**src/pwbt_pkg.sv**
```systemverilog
// Package of the pulse-width byte transmitter: counter width, command and register codes,
// and the configuration type shared by the modules in src, plus the transmitter's result type.
// Depends on nothing.
`default_nettype none

package pwbt_pkg;

    localparam int CNT_W = 20;
    localparam int DUR_W = 20;
    localparam int CFG_IDX_W = 3;
    localparam int BYTE_W = 8;
    localparam int BITS_W = 4;
    localparam logic [BITS_W-1:0] BITS_PER_BYTE = 4'd8;

    localparam logic CMD_TICK = 1'b0;
    localparam logic CMD_LOAD = 1'b1;

    localparam logic [CFG_IDX_W-1:0] REG_ZERO_HIGH = 3'd0;
    localparam logic [CFG_IDX_W-1:0] REG_ZERO_LOW  = 3'd1;
    localparam logic [CFG_IDX_W-1:0] REG_ONE_HIGH  = 3'd2;
    localparam logic [CFG_IDX_W-1:0] REG_ONE_LOW   = 3'd3;
    localparam logic [CFG_IDX_W-1:0] REG_SYNC_HIGH = 3'd4;
    localparam logic [CFG_IDX_W-1:0] REG_SYNC_LOW  = 3'd5;

    localparam logic [DUR_W-1:0] RST_ZERO_HIGH = 20'd55555;
    localparam logic [DUR_W-1:0] RST_ZERO_LOW  = 20'd111110;
    localparam logic [DUR_W-1:0] RST_ONE_HIGH  = 20'd111110;
    localparam logic [DUR_W-1:0] RST_ONE_LOW   = 20'd55555;
    localparam logic [DUR_W-1:0] RST_SYNC_HIGH = 20'd249999;
    localparam logic [DUR_W-1:0] RST_SYNC_LOW  = 20'd83333;

    typedef struct packed {
        logic [DUR_W-1:0] zero_high;
        logic [DUR_W-1:0] zero_low;
        logic [DUR_W-1:0] one_high;
        logic [DUR_W-1:0] one_low;
        logic [DUR_W-1:0] sync_high;
        logic [DUR_W-1:0] sync_low;
    } t_cfg;

    // Packed from the top, so line_level sits in bit 0.
    typedef struct packed {
        logic frame_done;
        logic load_rejected;
        logic byte_accepted;
        logic busy_res;
        logic line_level;
    } t_result;

    localparam int RES_W = $bits(t_result);
    localparam int OUT_DATA_W = 8;

endpackage

`default_nettype wire

```
**src/pulse_width_byte_transmitter.sv**
```systemverilog
// An accepted request has its result in the output register in the next cycle.
// Throughput: one request per cycle while no untaken result stalls it; the phase counter
// and bit shifter update in one pass. A result waiting in the output register does not
// stop the next request while the downstream side takes it in the same cycle.
// Reset (synchronous, active low): line idle and low, durations at their defaults,
// output register empty.
`default_nettype none

module pulse_width_byte_transmitter (
    input  wire logic                            i_clk,
    input  wire logic                            i_rst_n,
    input  wire logic                            i_s_tvalid,
    output logic                                 o_s_tready,
    input  wire logic [pwbt_pkg::BYTE_W-1:0]     i_s_tdata,  // [7:0] data_byte
    input  wire logic                            i_s_tuser,  // [0] command
    output logic                                 o_m_tvalid,
    input  wire logic                            i_m_tready,
    // [0] line_level, [1] busy_res, [2] byte_accepted, [3] load_rejected,
    // [4] frame_done, [7:5] zero
    output logic [pwbt_pkg::OUT_DATA_W-1:0]      o_m_tdata,
    input  wire logic                            i_cfg_valid,
    output logic                                 o_cfg_ready,
    input  wire logic [pwbt_pkg::CFG_IDX_W-1:0]  i_cfg_index,
    input  wire logic [pwbt_pkg::DUR_W-1:0]      i_cfg_data
);
    import pwbt_pkg::*;

    typedef enum logic [2:0] {
        PH_IDLE      = 3'd0,
        PH_SYNC_PRE  = 3'd1,
        PH_SYNC_HIGH = 3'd2,
        PH_SYNC_POST = 3'd3,
        PH_BIT_HIGH  = 3'd4,
        PH_BIT_LOW   = 3'd5
    } t_phase;

    t_cfg              cfg;
    t_phase            r_phase, n_phase;
    logic [CNT_W-1:0]  r_ticks, n_ticks;
    logic [BYTE_W-1:0] r_shift, n_shift;
    logic [BITS_W-1:0] r_bits, n_bits;
    logic              r_out_valid;
    t_result           r_res, n_res;
    logic              s_fire;
    logic              busy;
    logic              level;
    logic [BYTE_W-1:0] shifted;
    logic [BITS_W-1:0] bits_dec;

    assign o_cfg_ready = 1'b1;

    pwbt_cfg_regs u_cfg_regs (
        .i_clk      (i_clk),
        .i_rst_n    (i_rst_n),
        .i_wr_en    (i_cfg_valid),
        .i_wr_index (i_cfg_index),
        .i_wr_data  (i_cfg_data),
        .o_cfg      (cfg)
    );

    assign o_s_tready = !r_out_valid || i_m_tready;
    assign s_fire     = i_s_tvalid && o_s_tready;

    always_comb begin
        case (r_phase)
            PH_SYNC_PRE, PH_SYNC_POST, PH_BIT_LOW: begin
                busy  = 1'b1;
                level = 1'b0;
            end
            PH_SYNC_HIGH, PH_BIT_HIGH: begin
                busy  = 1'b1;
                level = 1'b1;
            end
            default: begin
                busy  = 1'b0;
                level = 1'b0;
            end
        endcase
    end

    assign shifted  = {r_shift[BYTE_W-2:0], 1'b0};
    assign bits_dec = r_bits - BITS_W'(1);

    always_comb begin
        n_phase = r_phase;
        n_ticks = r_ticks;
        n_shift = r_shift;
        n_bits  = r_bits;
        n_res   = '0;
        if (i_s_tuser == CMD_LOAD) begin
            if (busy) begin
                n_res.load_rejected = 1'b1;
                n_res.busy_res      = 1'b1;
                n_res.line_level    = level;
            end else begin
                n_res.byte_accepted = 1'b1;
                n_res.busy_res      = 1'b1;
                n_shift             = i_s_tdata;
                n_bits              = BITS_PER_BYTE;
                n_phase             = PH_SYNC_PRE;
                n_ticks             = CNT_W'(cfg.sync_low);
            end
        end else if (busy) begin
            n_res.busy_res   = 1'b1;
            n_res.line_level = level;
            if (r_ticks <= CNT_W'(1)) begin
                case (r_phase)
                    PH_SYNC_PRE: begin
                        n_phase = PH_SYNC_HIGH;
                        n_ticks = CNT_W'(cfg.sync_high);
                    end
                    PH_SYNC_HIGH: begin
                        n_phase = PH_SYNC_POST;
                        n_ticks = CNT_W'(cfg.sync_low);
                    end
                    PH_SYNC_POST: begin
                        n_phase = PH_BIT_HIGH;
                        n_ticks = r_shift[BYTE_W-1] ? CNT_W'(cfg.one_high)
                                                    : CNT_W'(cfg.zero_high);
                    end
                    PH_BIT_HIGH: begin
                        n_phase = PH_BIT_LOW;
                        n_ticks = r_shift[BYTE_W-1] ? CNT_W'(cfg.one_low)
                                                    : CNT_W'(cfg.zero_low);
                    end
                    PH_BIT_LOW: begin
                        n_shift = shifted;
                        n_bits  = bits_dec;
                        if (bits_dec == '0) begin
                            n_phase          = PH_IDLE;
                            n_ticks          = '0;
                            n_res.frame_done = 1'b1;
                        end else begin
                            n_phase = PH_BIT_HIGH;
                            n_ticks = shifted[BYTE_W-1] ? CNT_W'(cfg.one_high)
                                                        : CNT_W'(cfg.zero_high);
                        end
                    end
                    default: begin
                        n_phase = PH_IDLE;
                        n_ticks = '0;
                    end
                endcase
            end else begin
                n_ticks = r_ticks - CNT_W'(1);
            end
        end
    end

    always_ff @(posedge i_clk) begin
        if (!i_rst_n) begin
            r_phase     <= PH_IDLE;
            r_ticks     <= '0;
            r_shift     <= '0;
            r_bits      <= '0;
            r_out_valid <= 1'b0;
        end else begin
            if (s_fire) begin
                r_phase     <= n_phase;
                r_ticks     <= n_ticks;
                r_shift     <= n_shift;
                r_bits      <= n_bits;
                r_out_valid <= 1'b1;
            end else if (i_m_tready) begin
                r_out_valid <= 1'b0;
            end
        end
    end

    always_ff @(posedge i_clk) begin
        if (s_fire) begin
            r_res <= n_res;
        end
    end

    assign o_m_tvalid = r_out_valid;
    assign o_m_tdata  = {(OUT_DATA_W - RES_W)'(0), r_res};

`ifndef SYNTHESIS
    a_flags_exclusive: assert property (@(posedge i_clk) disable iff (!i_rst_n)
        r_out_valid |-> !(r_res.byte_accepted && r_res.load_rejected))
        else $error("byte accepted and rejected in one result");

    a_done_while_busy: assert property (@(posedge i_clk) disable iff (!i_rst_n)
        (r_out_valid && r_res.frame_done) |-> (r_res.busy_res && r_phase == PH_IDLE))
        else $error("frame done reported without a finished frame");

    a_bit_count: assert property (@(posedge i_clk) disable iff (!i_rst_n)
        r_bits <= BITS_PER_BYTE)
        else $error("bit counter out of range");

    a_load_starts_sync: assert property (@(posedge i_clk) disable iff (!i_rst_n)
        (s_fire && i_s_tuser == CMD_LOAD && r_phase == PH_IDLE)
            |=> (r_phase == PH_SYNC_PRE && r_bits == BITS_PER_BYTE))
        else $error("accepted load did not start a sync");
`endif

endmodule

`default_nettype wire

```
**src/pwbt_cfg_regs.sv**
```systemverilog
// Configuration register file of the pulse-width byte transmitter: six tick durations.
// Depends on pwbt_pkg.
`default_nettype none

module pwbt_cfg_regs (
    input  wire logic                           i_clk,
    input  wire logic                           i_rst_n,
    input  wire logic                           i_wr_en,
    input  wire logic [pwbt_pkg::CFG_IDX_W-1:0] i_wr_index,
    input  wire logic [pwbt_pkg::DUR_W-1:0]     i_wr_data,
    output pwbt_pkg::t_cfg                      o_cfg
);
    import pwbt_pkg::*;

    t_cfg r_cfg;

    always_ff @(posedge i_clk) begin
        if (!i_rst_n) begin
            r_cfg.zero_high <= RST_ZERO_HIGH;
            r_cfg.zero_low  <= RST_ZERO_LOW;
            r_cfg.one_high  <= RST_ONE_HIGH;
            r_cfg.one_low   <= RST_ONE_LOW;
            r_cfg.sync_high <= RST_SYNC_HIGH;
            r_cfg.sync_low  <= RST_SYNC_LOW;
        end else if (i_wr_en) begin
            case (i_wr_index)
                REG_ZERO_HIGH: r_cfg.zero_high <= i_wr_data;
                REG_ZERO_LOW:  r_cfg.zero_low  <= i_wr_data;
                REG_ONE_HIGH:  r_cfg.one_high  <= i_wr_data;
                REG_ONE_LOW:   r_cfg.one_low   <= i_wr_data;
                REG_SYNC_HIGH: r_cfg.sync_high <= i_wr_data;
                REG_SYNC_LOW:  r_cfg.sync_low  <= i_wr_data;
                default: begin
                end
            endcase
        end
    end

    assign o_cfg = r_cfg;

endmodule

`default_nettype wire
```
**config.mk**
```make
export PLATFORM = sky130hd
export DESIGN_NAME = pulse_width_byte_transmitter
export DESIGN_NICKNAME = d
export VERILOG_FILES = /design/src/pwbt_pkg.sv /design/src/pulse_width_byte_transmitter.sv /design/src/pwbt_cfg_regs.sv
export SDC_FILE = /design/constraint.sdc
export NUM_CORES = 1
export LEC_CHECK = 0
export ABC_AREA = 1
export BUFFER_PORTS_ARGS = -buffer_cell sky130_fd_sc_hd__clkbuf_2
export CORE_MARGIN = 1.5
export CORE_UTILIZATION = 40
export DETAILED_ROUTE_END_ITERATION = 10
export PLACE_DENSITY = 0.56
export SETUP_SLACK_MARGIN = 0.1
export SKIP_CTS_REPAIR_TIMING = 1
export SYNTH_ARGS = -nofsm -noshare
export SYNTH_HDL_FRONTEND = slang
export SYNTH_HIERARCHICAL = 1
export SYNTH_SLANG_ARGS = --single-unit
```
**constraint.sdc**
```tcl
create_clock -name i_clk -period 2.3 [get_ports i_clk]
set_input_delay 0.46 -clock i_clk [delete_from_list [all_inputs] [get_ports i_clk]]
set_output_delay 0.46 -clock i_clk [all_outputs]
set_load 0.02 [all_outputs]
```
# --- After elaboration in Yosys (flattened, before gate mapping) ---
# Index checks and enable logic that the tools add are counted.
op_classes:
  n_addsub: 2
  order_cmp: 1
  n_eq_ne: 11
  mux: 35
  bitwise: 3
  reduce_logical: 21
ops:
  columns: ["op", "count"]
  rows:
  - ["20-bit 2-to-1 mux", 8]
  - ["20-bit case mux with 5 select lines", 1]
  - ["8-bit 2-to-1 mux", 5]
  - ["20-bit by 1-bit less-or-equal comparator with 1-bit output, second input constant", 1]
  - ["4-bit 2-to-1 mux", 5]
  - ["20-bit by 1-bit subtractor with 20-bit output, second input constant", 1]
  - ["3-bit 2-to-1 mux", 5]
  - ["3-bit case mux with 5 select lines", 1]
  - ["3-bit by 2-bit == test with 1-bit output, second input constant", 4]
  - ["3-bit == test, second input constant", 4]
  - ["2-bit AND reduction", 6]
  - ["1-bit 2-to-1 mux", 9]
  - ["2-bit nonzero test", 4]
  - ["3-bit by 1-bit == test with 1-bit output, second input constant", 2]
  - ["5-bit AND reduction", 1]
  - ["5-bit OR reduction", 1]
  - ["4-bit logical NOT", 1]
  - ["4-bit AND reduction", 1]
  - ["4-bit OR reduction", 1]
  - ["4-bit by 1-bit subtractor with 4-bit output, second input constant", 1]
  - ["3-bit logical NOT", 1]
  - ["1-bit inverter", 3]
  - ["3-bit AND reduction", 1]
  - ["2-bit 2-to-1 mux", 1]
  - ["other kinds (5)", 5]
totals:
  reg_bits: 161
  input_bits: 37
  out_inout_bits: 11
  wordCells: 89

# --- Depth between registers and ports, before layout ---
# Gate-level depths: netlist of the first run.
depth:
  word_depth: 7
  depth_mapped: 14

# --- By module ---
# Netlist of the first run, hierarchy kept.
by_module_without_submodules:
  columns: ["module", "instances", "cells_each", "area_per_inst_um2"]
  rows:
  - ["pwbt_cfg_regs", 1, 642, 4594.4]
  - ["pulse_width_byte_transmitter", 1, 792, 4306.6]

# --- Least setup slack after synthesis of the first run ---
# No wires, ideal clock.
synth_timing:
  path_type: "input port to flip-flop"
  from: "input i_s_tuser"
  to: "register r_ticks[11]"
  setup_time_ns: 0.069
  arrival_ns: 2.244
  path_slack_ns: -0.014
  path_stages: 11
  path_buffers: 4
  path_cell_list: "clkbuf_1 > inv_1 > buf_2 > buf_2 > ha_1 > nor2_1 > inv_2 > clkbuf_1 > a21oi_1 > nand2_1 > a21oi_2"
synth_via:
  elab_chain_len: 2
synth_lines:
  columns: ["item", "line", "source"]
  rows:
  - ["from (decl)", "pulse_width_byte_transmitter.sv:15", "input wire logic i_s_tuser,"]
  - ["2-bit != test (no line) or 2-bit nonzero test (tied branches)", null, null]
  - ["3-bit AND reduction (no line)", null, null]
  - ["to (signal assigned)", "pulse_width_byte_transmitter.sv:160", "r_ticks <= n_ticks;"]
  - ["to (decl)", "pulse_width_byte_transmitter.sv:39", "logic [CNT_W-1:0] r_ticks, n_ticks;"]
# Parallel ways exist; a longest one is shown, timed or not.
# A chain may end at the register's enable or synchronous reset.

# --- Final worst setup path of the first run ---
layout_timing:
  from: "register r_ticks[0]"
  to: "register r_bits[0]"
layout_via:
  elab_chain_len: 3
layout_lines:
  columns: ["item", "line", "source"]
  rows:
  - ["20-bit by 1-bit less-or-equal comparator with 1-bit output", "pulse_width_byte_transmitter.sv:106", "if (r_ticks <= CNT_W'(1)) begin"]
  - ["2-bit nonzero test (no line)", null, null]
  - ["5-bit AND reduction (no line)", null, null]
  - ["to (signal assigned)", "pulse_width_byte_transmitter.sv:162", "r_bits <= n_bits;"]
  - ["to (decl)", "pulse_width_byte_transmitter.sv:41", "logic [BITS_W-1:0] r_bits, n_bits;"]
# Every way passes these cells.

==> results of run 1 <==
## worst max-delay path by stage
stage                          start     endpoint  cells past startpoint
final                     r_ticks[0]    r_bits[0]                     12
after global routing      r_phase[1]   r_ticks[0]                     10
after CTS                 r_ticks[0]   r_shift[5]                     12
after detailed placement   i_s_tuser   r_ticks[0]                      9
after global placement    r_ticks[0]    r_bits[0]                     12
after floorplan            i_s_tuser  r_ticks[11]                     11
## cells by family after synthesis
logic type	synth area share (%)
AO/OA/AOI/OAI	8.35
XOR/XNOR	0.689
adder cells (fa/ha/maj)	0.843
buffers and inverters	8.97
flip-flops	36.8
other	0.0844
AND/OR/NAND/NOR	44.3
## registers in the layout, summed over array words and instances, names as in the netlist
name / flops
o_m_tvalid: 1
u_cfg_regs/o_cfg: 120
r_ticks: 20
r_shift: 8
r_phase: 3
r_bits: 4
o_m_tdata: 5
## layer usage
layer / up-vias / GRT usage [%] / part of all wire, % / wire (um)
met1: 4085 / 34.7 / 48 / 13400
met2: 249 / 37.4 / 45 / 12400
met5: - / 0 / 0 / 0
li1: 4546 / - / - / -
met4: 0 / 7.26 / 1.9 / 527
met3: 34 / 4.12 / 5.5 / 1540
## power by group
part	switching (mW)	total, mW	internal [mW]
registers	0.115	3.06	2.94
clock network	1.31	2.94	1.63
logic	1.19	1.82	0.631
## cells in the mapped netlist (2+ instances only)
cell type	n	area, um2
sky130_fd_sc_hd__edfxtp_1	5	150
sky130_fd_sc_hd__nor3_1	2	10.0
sky130_fd_sc_hd__o21a_1	3	22.5
sky130_fd_sc_hd__clkinv_1	2	7.51
sky130_fd_sc_hd__a21oi_2	12	105
sky130_fd_sc_hd__nor2_8	2	40.0
sky130_fd_sc_hd__nand3_1	166	831
sky130_fd_sc_hd__nor2_4	6	67.6
sky130_fd_sc_hd__nand3b_1	2	15.0
sky130_fd_sc_hd__nand2_4	3	33.8
sky130_fd_sc_hd__xnor2_1	2	17.5
sky130_fd_sc_hd__inv_1	90	338
sky130_fd_sc_hd__a21oi_1	50	250
sky130_fd_sc_hd__nor2_2	7	43.8
sky130_fd_sc_hd__dfxtp_1	156	3120
sky130_fd_sc_hd__nand2_1	514	1930
sky130_fd_sc_hd__buf_1	6	22.5
sky130_fd_sc_hd__xor2_1	5	43.8
sky130_fd_sc_hd__nor2_1	231	867
sky130_fd_sc_hd__conb_1	2	7.51
sky130_fd_sc_hd__clkbuf_1	28	105
sky130_fd_sc_hd__o211ai_1	12	90.1
sky130_fd_sc_hd__buf_2	31	155
sky130_fd_sc_hd__o21ai_1	3	15.0
sky130_fd_sc_hd__buf_6	4	45.0
sky130_fd_sc_hd__nand4_1	6	37.5
sky130_fd_sc_hd__ha_1	6	75.1
sky130_fd_sc_hd__buf_4	12	90.1
sky130_fd_sc_hd__inv_2	7	26.3
sky130_fd_sc_hd__o21ai_0	47	235
sky130_fd_sc_hd__nand2_2	3	18.8
## area by class of cell
cell class / count / area share, %
Clock inverter: 13 / 1.42
Timing Repair Buffer: 83 / 5.66
Inverter: 100 / 3.82
Sequential cell: 161 / 32.6
Clock buffer: 19 / 4.63
Tap cell: 280 / 3.49
Multi-Input combinational cell: 1094 / 48.3
## tightest hold or removal path, delay by kind of cell
family	cells	cell delay (ns)
buf+inv	1	0.12
simple gates	2	0.11
==> qor.log, run 1 <==
[outcome] result of the run finished, final reports clean
[cts] number of clock sinks seen by CTS 161
[worst_setup_path] largest fanout on the critical path 13
[grt] GRT Resource Usage Total 24.3%
[worst_setup_path] worst r2r src r_ticks[0]
[timing] transition time at the pin with the least slew margin 0.505 ns
[cts] Inserted Clock Buffers 17
[flow_run] number of maximum-capacitance constraint violations 0
[floorplanning] DIE WIDTH 152 um
[worst_setup_path] number of cells traversed by the worst register-to-register path 12
[yosys] sequential area share after synthesis 36.8%
[placed_design] number of placed instances, taps included 1712
[power] PD cells 780 nW/um2
[worst_setup_path] sum of buffers and inverters on the critical path 3
[worst_setup_path] kind of cell adding the most delay to the critical path simple AND/OR/NAND/NOR gates
[timing] accumulated negative setup slack 0 ns
[timing] clock skew after layout 0.00883 ns
[finish] area used by multi-input combinational logic 4850 um2
[placed_design] total placed instance area 9370 um2
[yosys] Yosys warning total 6
[placed_design] worst slack at placement 0.266 ns
[floorplanning] vertical die dimension 152 um
[worst_hold_path] end point of the most critical hold path u_cfg_regs/o_cfg[23]
[cts] CTS tree done
[finish] layout filler cell count 2386
[worst_hold_path] start point of the worst min-delay path i_cfg_data[3]
[timing] tightest slew margin relative to the limit 66.3%
[yosys] netlist area before placement 8900 um2
[grt] overall overflow remaining after global route 0
[yosys] distinct cell type count of the synthesized netlist 40
[floorplanning] floorplan die area 23200 um2
[yosys] number of synthesized register bits 161
[worst_setup_path] reg-to-reg slack, setup 0.33 ns
[grt] pin count of the biggest net entering global routing 86
[floorplanning] placeable core region 21800 um2
[finish] Final nets 1500
[floorplanning] I/O pins 48
[worst_setup_path] CP Cell Sequence inv_1 -> ha_1 -> o21ai_1 -> nor2_2 -> nand3_4 -> nand2_4 -> inv_2 -> nor2_4 -> nand2_4 -> clkinv_4 -> o21ai_1 -> nor2_1
[route] violation count after the first detailed-routing iteration 669
[finish] fraction of layout cells with a size suffix above 1 11.1%
[timing] number of setup violations in the final report 0
[route] via count 8914
[timing] minimum clock period 1.97 ns
[finish] ant diodes 0
[timing] setup slack after layout 0.331 ns
[cts] Root Buffer Master sky130_fd_sc_hd__clkbuf_16
[grt] antenna violations before repair 0
[placed_design] placed wire-length estimate after detailed placement 18500 um
[timing] maximum clock rate 508 MHz
[placed_design] input/output buffers 43
[route] DRT antenna net count 0
[worst_setup_path] Worst Setup Path Type reg2reg
[worst_setup_path] Worst setup SP type flop
[route] DRC violations left 0
[yosys] most common flop cell mapped by yosys sky130_fd_sc_hd__dfxtp_1
[route] aggregate routed wire length 27900 um
[cts] number of H-tree branching levels 4
[worst_setup_path] slowest stage cell, crit path sky130_fd_sc_hd__dfxtp_1
[cts] clock latency of the later-clocked register in the worst-skew pair 0.43 ns
[worst_setup_path] worst path arrival time 2.30 ns
[worst_hold_path] Hold Path Cell Cnt 3
[timing] share of the clock period used by the worst path after layout 85.6%
[worst_setup_path] Critical Path End Type flop
[yosys] async set or reset register ratio after synthesis 0%
[timing] final count of pins violating max slew 0
[yosys] number of synthesized flops with an enable pin 5
[route] routed wire length per instance 15.9 um
[timing] unrepaired setup endpoints after global routing false
[finish] FF/Latch Area 3270 um2
[route] number of iterations in the first detailed-routing pass 7
[timing] hold slack final 0.283 ns
[cts] CTS clk-pin slew, worst paths 0.07 ns
[grt] vias in the first global route 8010
[finish] final design utilization 46.0%
[floorplanning] number of standard-cell rows in the floorplan 54
[power] post-layout power 7.82 mW
[worst_setup_path] biggest cell delay along the critical path 0.40 ns
[yosys] synthesized instance count 1434
[worst_setup_path] endpoint of the worst-slack reg-to-reg timing path r_bits[0]
[yosys] mean instance size in the synthesized netlist 6.21 um2
[cts] Max Buffers Root-to-Sink 2
[worst_setup_path] required time at the worst-slack endpoint 2.63 ns
[timing] number of endpoints with negative hold slack in the final report 0
[power] leakage power 4.71 nW
[grt] wire length of the first global-routing pass 44500 um
[finish] most frequent cells in the layout sky130_fd_sc_hd__nand2_1 (514), sky130_fd_sc_hd__nor2_1 (229), sky130_fd_sc_hd__nand3_1 (166), sky130_fd_sc_hd__dfxtp_1 (156), sky130_fd_sc_hd__inv_1 (89)
[finish] number of standard cells in the layout, taps in and fillers out 1750
[finish] synth-to-layout area growth 12.7%
[finish] post-layout instance area 10000 um2
[route] routed via count divided by cell count 5.09
[floorplanning] effective utilization at floorplan 40.8%
[worst_hold_path] worst min path class in2reg
[placed_design] routability congestion estimate 0.860
[finish] most common library cell in the layout ignoring fill and taps sky130_fd_sc_hd__nand2_1
[power] worst ir drop on vdd 0.483 mV
No activity file was read; power rests on OpenSTA's default activity.
==> run 2: changes to the inputs <==
--- a/config.mk
+++ b/config.mk
@@ -9,8 +9,10 @@
 export BUFFER_PORTS_ARGS = -buffer_cell sky130_fd_sc_hd__clkbuf_2
 export CORE_MARGIN = 1.5
 export CORE_UTILIZATION = 40
+export CTS_CLUSTER_SIZE = 12
 export DETAILED_ROUTE_END_ITERATION = 10
 export PLACE_DENSITY = 0.56
+export REMOVE_ABC_BUFFERS = 1
 export SETUP_SLACK_MARGIN = 0.1
 export SKIP_CTS_REPAIR_TIMING = 1
 export SYNTH_ARGS = -nofsm -noshare
==> run 2 against run 1 <==
Compared with the run above: global-route usage increased by 0.58 points; hold slack worse by 0.028 ns; sequential share of layout area is 0.070 points higher; fmax up 0.86%; setup slack better by 0.017 ns; critical path depth down 1; core utilization decreased by 0.080 points; register-to-register slack improved by 0.02 ns; sequential cell count is the same; critical endpoint is now r_shift[2]; largest cell class unchanged.
==> qor.log, run 2 (synthesis gave the netlist of run 1 again) <==
[cts] clock latency of the later-clocked register in the worst-skew pair 0.43 ns
[worst_setup_path] CP Cell Sequence nand2_1 -> nand3_2 -> inv_2 -> ha_1 -> nor2_2 -> o21ai_1 -> nor2_4 -> nand2_4 -> clkinv_4 -> nand2_1 -> a21oi_1
[floorplanning] vertical die dimension 152 um
[cts] CTS tree done
[grt] antenna violations before repair 0
[finish] ant diodes 0
[timing] maximum clock rate 512 MHz
[grt] vias in the first global route 8253
[worst_setup_path] Critical Path End Type flop
[finish] fraction of layout cells with a size suffix above 1 11.1%
[worst_setup_path] Worst Setup Path Type reg2reg
[route] violation count after the first detailed-routing iteration 801
[worst_setup_path] crit path from r_phase[2]
[route] DRT antenna net count 0
[cts] number of H-tree branching levels 4
[grt] wire length of the first global-routing pass 45700 um
[power] leakage power 4.71 nW
[timing] number of setup violations in the final report 0
[power] total internal power 5.17 mW
[worst_hold_path] worst min path class in2reg
[timing] number of endpoints with negative hold slack in the final report 0
[power] combinational share of power 23.6%
[grt] pin count of the biggest net entering global routing 56
[worst_setup_path] reg-to-reg slack, setup 0.35 ns
[floorplanning] placeable core region 21800 um2
[placed_design] routability congestion estimate 0.882
[placed_design] worst slack at placement 0.312 ns
[worst_setup_path] endpoint of the worst-slack reg-to-reg timing path r_shift[2]
[power] share of power burned in the clock network 36.6%
[power] reported net switching power 2.53 mW
[route] via count 8948
[cts] Inserted Clock Buffers 17
[route] number of iterations in the first detailed-routing pass 5
[worst_setup_path] biggest cell delay along the critical path 0.39 ns
[finish] most frequent cells in the layout sky130_fd_sc_hd__nand2_1 (514), sky130_fd_sc_hd__nor2_1 (229), sky130_fd_sc_hd__nand3_1 (166), sky130_fd_sc_hd__dfxtp_1 (155), sky130_fd_sc_hd__inv_1 (90)
[power] PD cells 769 nW/um2
[finish] Final nets 1502
[worst_setup_path] worst r2r src r_phase[2]
[finish] flip-flop count of the largest register after layout 120
[worst_setup_path] Worst setup SP type flop
[timing] setup slack after layout 0.347 ns
[floorplanning] effective utilization at floorplan 40.8%
[floorplanning] floorplan die area 23200 um2
[timing] transition time at the pin with the least slew margin 0.700 ns
[floorplanning] I/O pins 48
[worst_setup_path] most used cell along the critical path sky130_fd_sc_hd__nand2_1
[finish] most common library cell in the layout ignoring fill and taps sky130_fd_sc_hd__nand2_1
[timing] tightest slew margin relative to the limit 53.2%
[finish] synth-to-layout area growth 12.5%
[worst_setup_path] largest fanout on the critical path 13
[route] aggregate routed wire length 28400 um
[timing] share of the clock period used by the worst path after layout 84.9%
[route] routed via count divided by cell count 5.11
[worst_setup_path] timing endpoint of the critical path r_shift[2]
[timing] unrepaired setup endpoints after global routing false
[floorplanning] DIE WIDTH 152 um
[timing] final count of pins violating max slew 0
[timing] accumulated negative setup slack 0 ns
[grt] overall overflow remaining after global route 0
[floorplanning] number of standard-cell rows in the floorplan 54
[power] net switching share of the total power 32.9%
[placed_design] placed wire-length estimate after detailed placement 18600 um
[route] routed wire length per instance 16.2 um
[cts] number of clock sinks seen by CTS 161
[cts] Max Buffers Root-to-Sink 2
[worst_setup_path] required time at the worst-slack endpoint 2.66 ns
[power] worst ir drop on vdd 0.457 mV
[worst_setup_path] number of cells traversed by the worst register-to-register path 11
[placed_design] input/output buffers 43
[power] fraction of power consumed by sequential logic 39.7%
[worst_setup_path] slowest stage cell, crit path sky130_fd_sc_hd__dfxtp_1
[timing] clock skew after layout 0.0125 ns
[outcome] result of the run finished, final reports clean
[route] DRC violations left 0
[cts] CTS clk-pin slew, worst paths 0.07 ns
[grt] GRT Resource Usage Total 24.8%
[flow_run] number of maximum-capacitance constraint violations 0
[cts] Root Buffer Master sky130_fd_sc_hd__clkbuf_16
[worst_setup_path] worst path arrival time 2.32 ns
[timing] minimum clock period 1.95 ns
-- run 2: cell count changes in the layout (fill, tap and decap cells not counted), sizes merged --
cell    previous run  this run
inv              104        98
clkinv             7        12
buf               41        43
bufinv             1         2
-- run 2: worst min path at each step --
stage                         start              endpoint  slack [ns]  cells past startpoint
3_3_place_gp    u_cfg_regs/o_cfg[2]   u_cfg_regs/o_cfg[2]        0.44                      2
5_1_grt               i_cfg_data[9]  u_cfg_regs/o_cfg[89]        0.27                      3
3_5_place_dp   u_cfg_regs/o_cfg[16]  u_cfg_regs/o_cfg[16]        0.44                      2
6_report              i_cfg_data[3]  u_cfg_regs/o_cfg[23]        0.26                      3
4_1_cts               i_cfg_data[3]  u_cfg_regs/o_cfg[23]        0.25                      3
2_1_floorplan  u_cfg_regs/o_cfg[14]  u_cfg_regs/o_cfg[14]        0.43                      2
-- run 2: final cells by class --
cell class              count  area (um2)
fillers                  2377       11800
multi-input cells        1094        4850
well taps                 280         350
inverters                 100         383
flip-flops and latches    161        3270
clock buffers              19         433
clock inverters            13         140
repair buffers             85         583
-- run 2: through the flow --
step           area (um2)  utilization (%)  power (mW)  cells  hold WS [ns]
2_1_floorplan        8490                -        4.31   1355         0.429
3_3_place_gp         9400             43.1        4.87   1716         0.440
3_5_place_dp         9400             43.1        4.88   1716         0.443
4_1_cts              9970             45.7        7.68   1748         0.249
5_1_grt             10000             45.9        8.10   1752         0.273
6_report            10000             45.9        7.70   1752         0.255
-- run 2: layer usage --
| metal | vias up | global-route usage (%) | wire (um) |
|---|---|---|---|
| li1 | 4543 | - | - |
| met1 | 4112 | 35.5 | 13900 |
| met2 | 261 | 39.2 | 12500 |
| met3 | 32 | 3.01 | 1560 |
| met4 | 0 | 7.35 | 495 |
| met5 | - | 0 | 0 |
-- run 2: power groups by stage --
stage,logic (mW),registers [mW],clock network (mW)
after floorplan,1.20,3.11,0
after global placement,1.75,3.12,0
after detailed placement,1.75,3.12,0
after CTS,1.76,3.06,2.86
after global routing,2.05,3.08,2.97
final,1.82,3.06,2.82
-- run 2: worst max-delay path: cells and delay by family (launching register included) --
family | cells | cell delay [ns]
AND/OR/NAND/NOR | 6 | 0.81
flip-flops | 1 | 0.39
AO/OA/AOI/OAI | 2 | 0.25
buffers and inverters | 2 | 0.22
adder cells (fa/ha/maj) | 1 | 0.20
==> run 3: changes to the inputs <==
--- a/config.mk
+++ b/config.mk
@@ -11,7 +11,7 @@
 export CORE_UTILIZATION = 40
 export CTS_CLUSTER_SIZE = 12
 export DETAILED_ROUTE_END_ITERATION = 10
-export PLACE_DENSITY = 0.56
+export PLACE_DENSITY = 0.54
 export REMOVE_ABC_BUFFERS = 1
 export SETUP_SLACK_MARGIN = 0.1
 export SKIP_CTS_REPAIR_TIMING = 1
==> constraint.sdc (replaced) <==
create_clock -name i_clk -period 1.8 [get_ports i_clk]
set_input_delay 0.36 -clock i_clk [delete_from_list [all_inputs] [get_ports i_clk]]
set_output_delay 0.36 -clock i_clk [all_outputs]
set_load 0.02 [all_outputs]
==> run 3 against run 2 <==
Compared with the run above: global-route usage shrank 0.26 points; die area stayed put; setup slack got worse by 0.22 ns; critical path depth is 1 higher; total power increased by 36%; hold slack lost 0.096 ns; clock skew fell by 0.0040 ns; clock power is 37% higher; largest power group unchanged.
==> qor.log, run 3 (synthesis gave the netlist of run 1 again) <==
[timing] accumulated negative setup slack 0 ns
[worst_setup_path] largest fanout on the critical path 8
[finish] most frequent cells in the layout sky130_fd_sc_hd__nand2_1 (507), sky130_fd_sc_hd__nor2_1 (221), sky130_fd_sc_hd__nand3_1 (165), sky130_fd_sc_hd__dfxtp_1 (148), sky130_fd_sc_hd__inv_1 (84)
[timing] maximum clock rate 596 MHz
[placed_design] worst slack at placement -0.00368 ns
[timing] final count of pins violating max slew 0
[power] worst ir drop on vdd 0.716 mV
[power] PD cells 981 nW/um2
[floorplanning] placeable core region 21800 um2
[worst_hold_path] worst min path class in2reg
[finish] flip-flop count of the largest register after layout 120
[power] leakage power 4.99 nW
[timing] setup slack after layout 0.123 ns
[cts] Root Buffer Master sky130_fd_sc_hd__clkbuf_16
[grt] overall overflow remaining after global route 0
[worst_setup_path] worst path arrival time 2.01 ns
[route] DRT antenna net count 0
[floorplanning] I/O pins 48
[grt] vias in the first global route 8143
[cts] Max Buffers Root-to-Sink 2
[floorplanning] DIE WIDTH 152 um
[finish] ant diodes 0
[timing] minimum clock period 1.68 ns
[placed_design] routability congestion estimate 0.843
[cts] Inserted Clock Buffers 17
[worst_setup_path] Worst Setup Path Type reg2reg
[placed_design] input/output buffers 43
[timing] clock skew after layout 0.00854 ns
[worst_setup_path] Worst setup SP type flop
[finish] fraction of layout cells with a size suffix above 1 16.5%
[route] number of iterations in the first detailed-routing pass 6
[finish] synth-to-layout area growth 20.0%
[grt] pin count of the biggest net entering global routing 76
[worst_setup_path] reg-to-reg slack, setup 0.12 ns
[power] post-layout power 10.5 mW
[cts] CTS clk-pin slew, worst paths 0.07 ns
[timing] share of the clock period used by the worst path after layout 93.2%
[cts] number of H-tree branching levels 4
[flow_run] number of maximum-capacitance constraint violations 0
[timing] number of setup violations in the final report 0
[route] aggregate routed wire length 28800 um
[outcome] result of the run finished, final reports clean
[worst_setup_path] required time at the worst-slack endpoint 2.13 ns
[worst_setup_path] Critical Path End Type flop
[floorplanning] vertical die dimension 152 um
[floorplanning] number of standard-cell rows in the floorplan 54
[timing] number of endpoints with negative hold slack in the final report 0
[finish] Final nets 1543
[floorplanning] floorplan die area 23200 um2
[floorplanning] effective utilization at floorplan 40.8%
[finish] most common library cell in the layout ignoring fill and taps sky130_fd_sc_hd__nand2_1
[placed_design] placed wire-length estimate after detailed placement 19400 um
[timing] hold slack final 0.159 ns
[grt] GRT Resource Usage Total 24.6%
[finish] layout filler cell count 2312
[route] routed wire length per instance 16.0 um
[route] via count 9009
[cts] number of clock sinks seen by CTS 161
[route] violation count after the first detailed-routing iteration 698
[cts] clock latency of the later-clocked register in the worst-skew pair 0.44 ns
[timing] unrepaired setup endpoints after global routing true
[cts] CTS tree done
[grt] wire length of the first global-routing pass 45500 um
[route] DRC violations left 0
[finish] number of standard cells in the layout, taps in and fillers out 1793
[placed_design] number of placed instances, taps included 1749
[route] routed via count divided by cell count 5.02
[grt] antenna violations before repair 0
==> run 3: cell count changes in the layout (fill, tap and decap cells not counted), sizes merged <==
cell      change
inv           +2
clkinv        -6
bufinv        +1
nor2          +1
clkbuf        +2
buf          +39
clkinvlp      +2
==> run 3: layer usage <==
layer | share of wire (%) | GRT usage, % | up-vias
met5 | 0 | 0 | -
met4 | 1.3 | 6.15 | 0
met3 | 4.7 | 3.53 | 30
met2 | 44 | 37.4 | 211
met1 | 51 | 36.4 | 4136
li1 | - | - | 4632
==> run 3: worst paths after layout <==
path / from / endpoint / cells after the start
hold reg to reg: u_cfg_regs/o_cfg[16] / u_cfg_regs/o_cfg[16] / 2
setup reg to reg: r_phase[1] / r_bits[0] / 12
hold / removal: i_cfg_data[3] / u_cfg_regs/o_cfg[23] / 3
setup / recovery: r_phase[1] / r_bits[0] / 12
==> run 3: report_power, final <==
part / internal (mW) / switching, mW / total, mW
Clock: 2.26 / 1.59 / 3.85
Sequential: 3.76 / 0.139 / 3.90
Combinational: 1.04 / 1.68 / 2.72
==> run 3: final cells by class <==
cell class                 count  area [um2]  area share (%)
multi-input combinational   1095        5010            46.9
sequential                   161        3290            30.8
timing repair buffer         125        1040            9.70
clock buffer                  20         457            4.28
inverter                     100         385            3.61
tap                          280         350            3.28
clock inverter                12         155            1.45
==> run 3: through the flow <==
stage / area [um2] / util (%)
finish: 10700 / 48.9
global route: 10700 / 48.9
CTS: 10400 / 47.5
detailed placement: 9760 / 44.7
global placement: 9760 / 44.7
floorplan: 8490 / -
==> run 3: critical path, cell delays in order, from the launching register on <==
cell and delay, ns:
sky130_fd_sc_hd__dfxtp_4 0.37, sky130_fd_sc_hd__inv_6 0.07, sky130_fd_sc_hd__nand2_4 0.07, sky130_fd_sc_hd__nand3_4 0.11, sky130_fd_sc_hd__inv_2 0.06, sky130_fd_sc_hd__ha_1 0.18, sky130_fd_sc_hd__nor2_2 0.11, sky130_fd_sc_hd__o21ai_2 0.08
sky130_fd_sc_hd__nor2_4 0.12, sky130_fd_sc_hd__nand2_4 0.11, sky130_fd_sc_hd__buf_4 0.16, sky130_fd_sc_hd__a21oi_2 0.09, sky130_fd_sc_hd__nor2_1 0.05
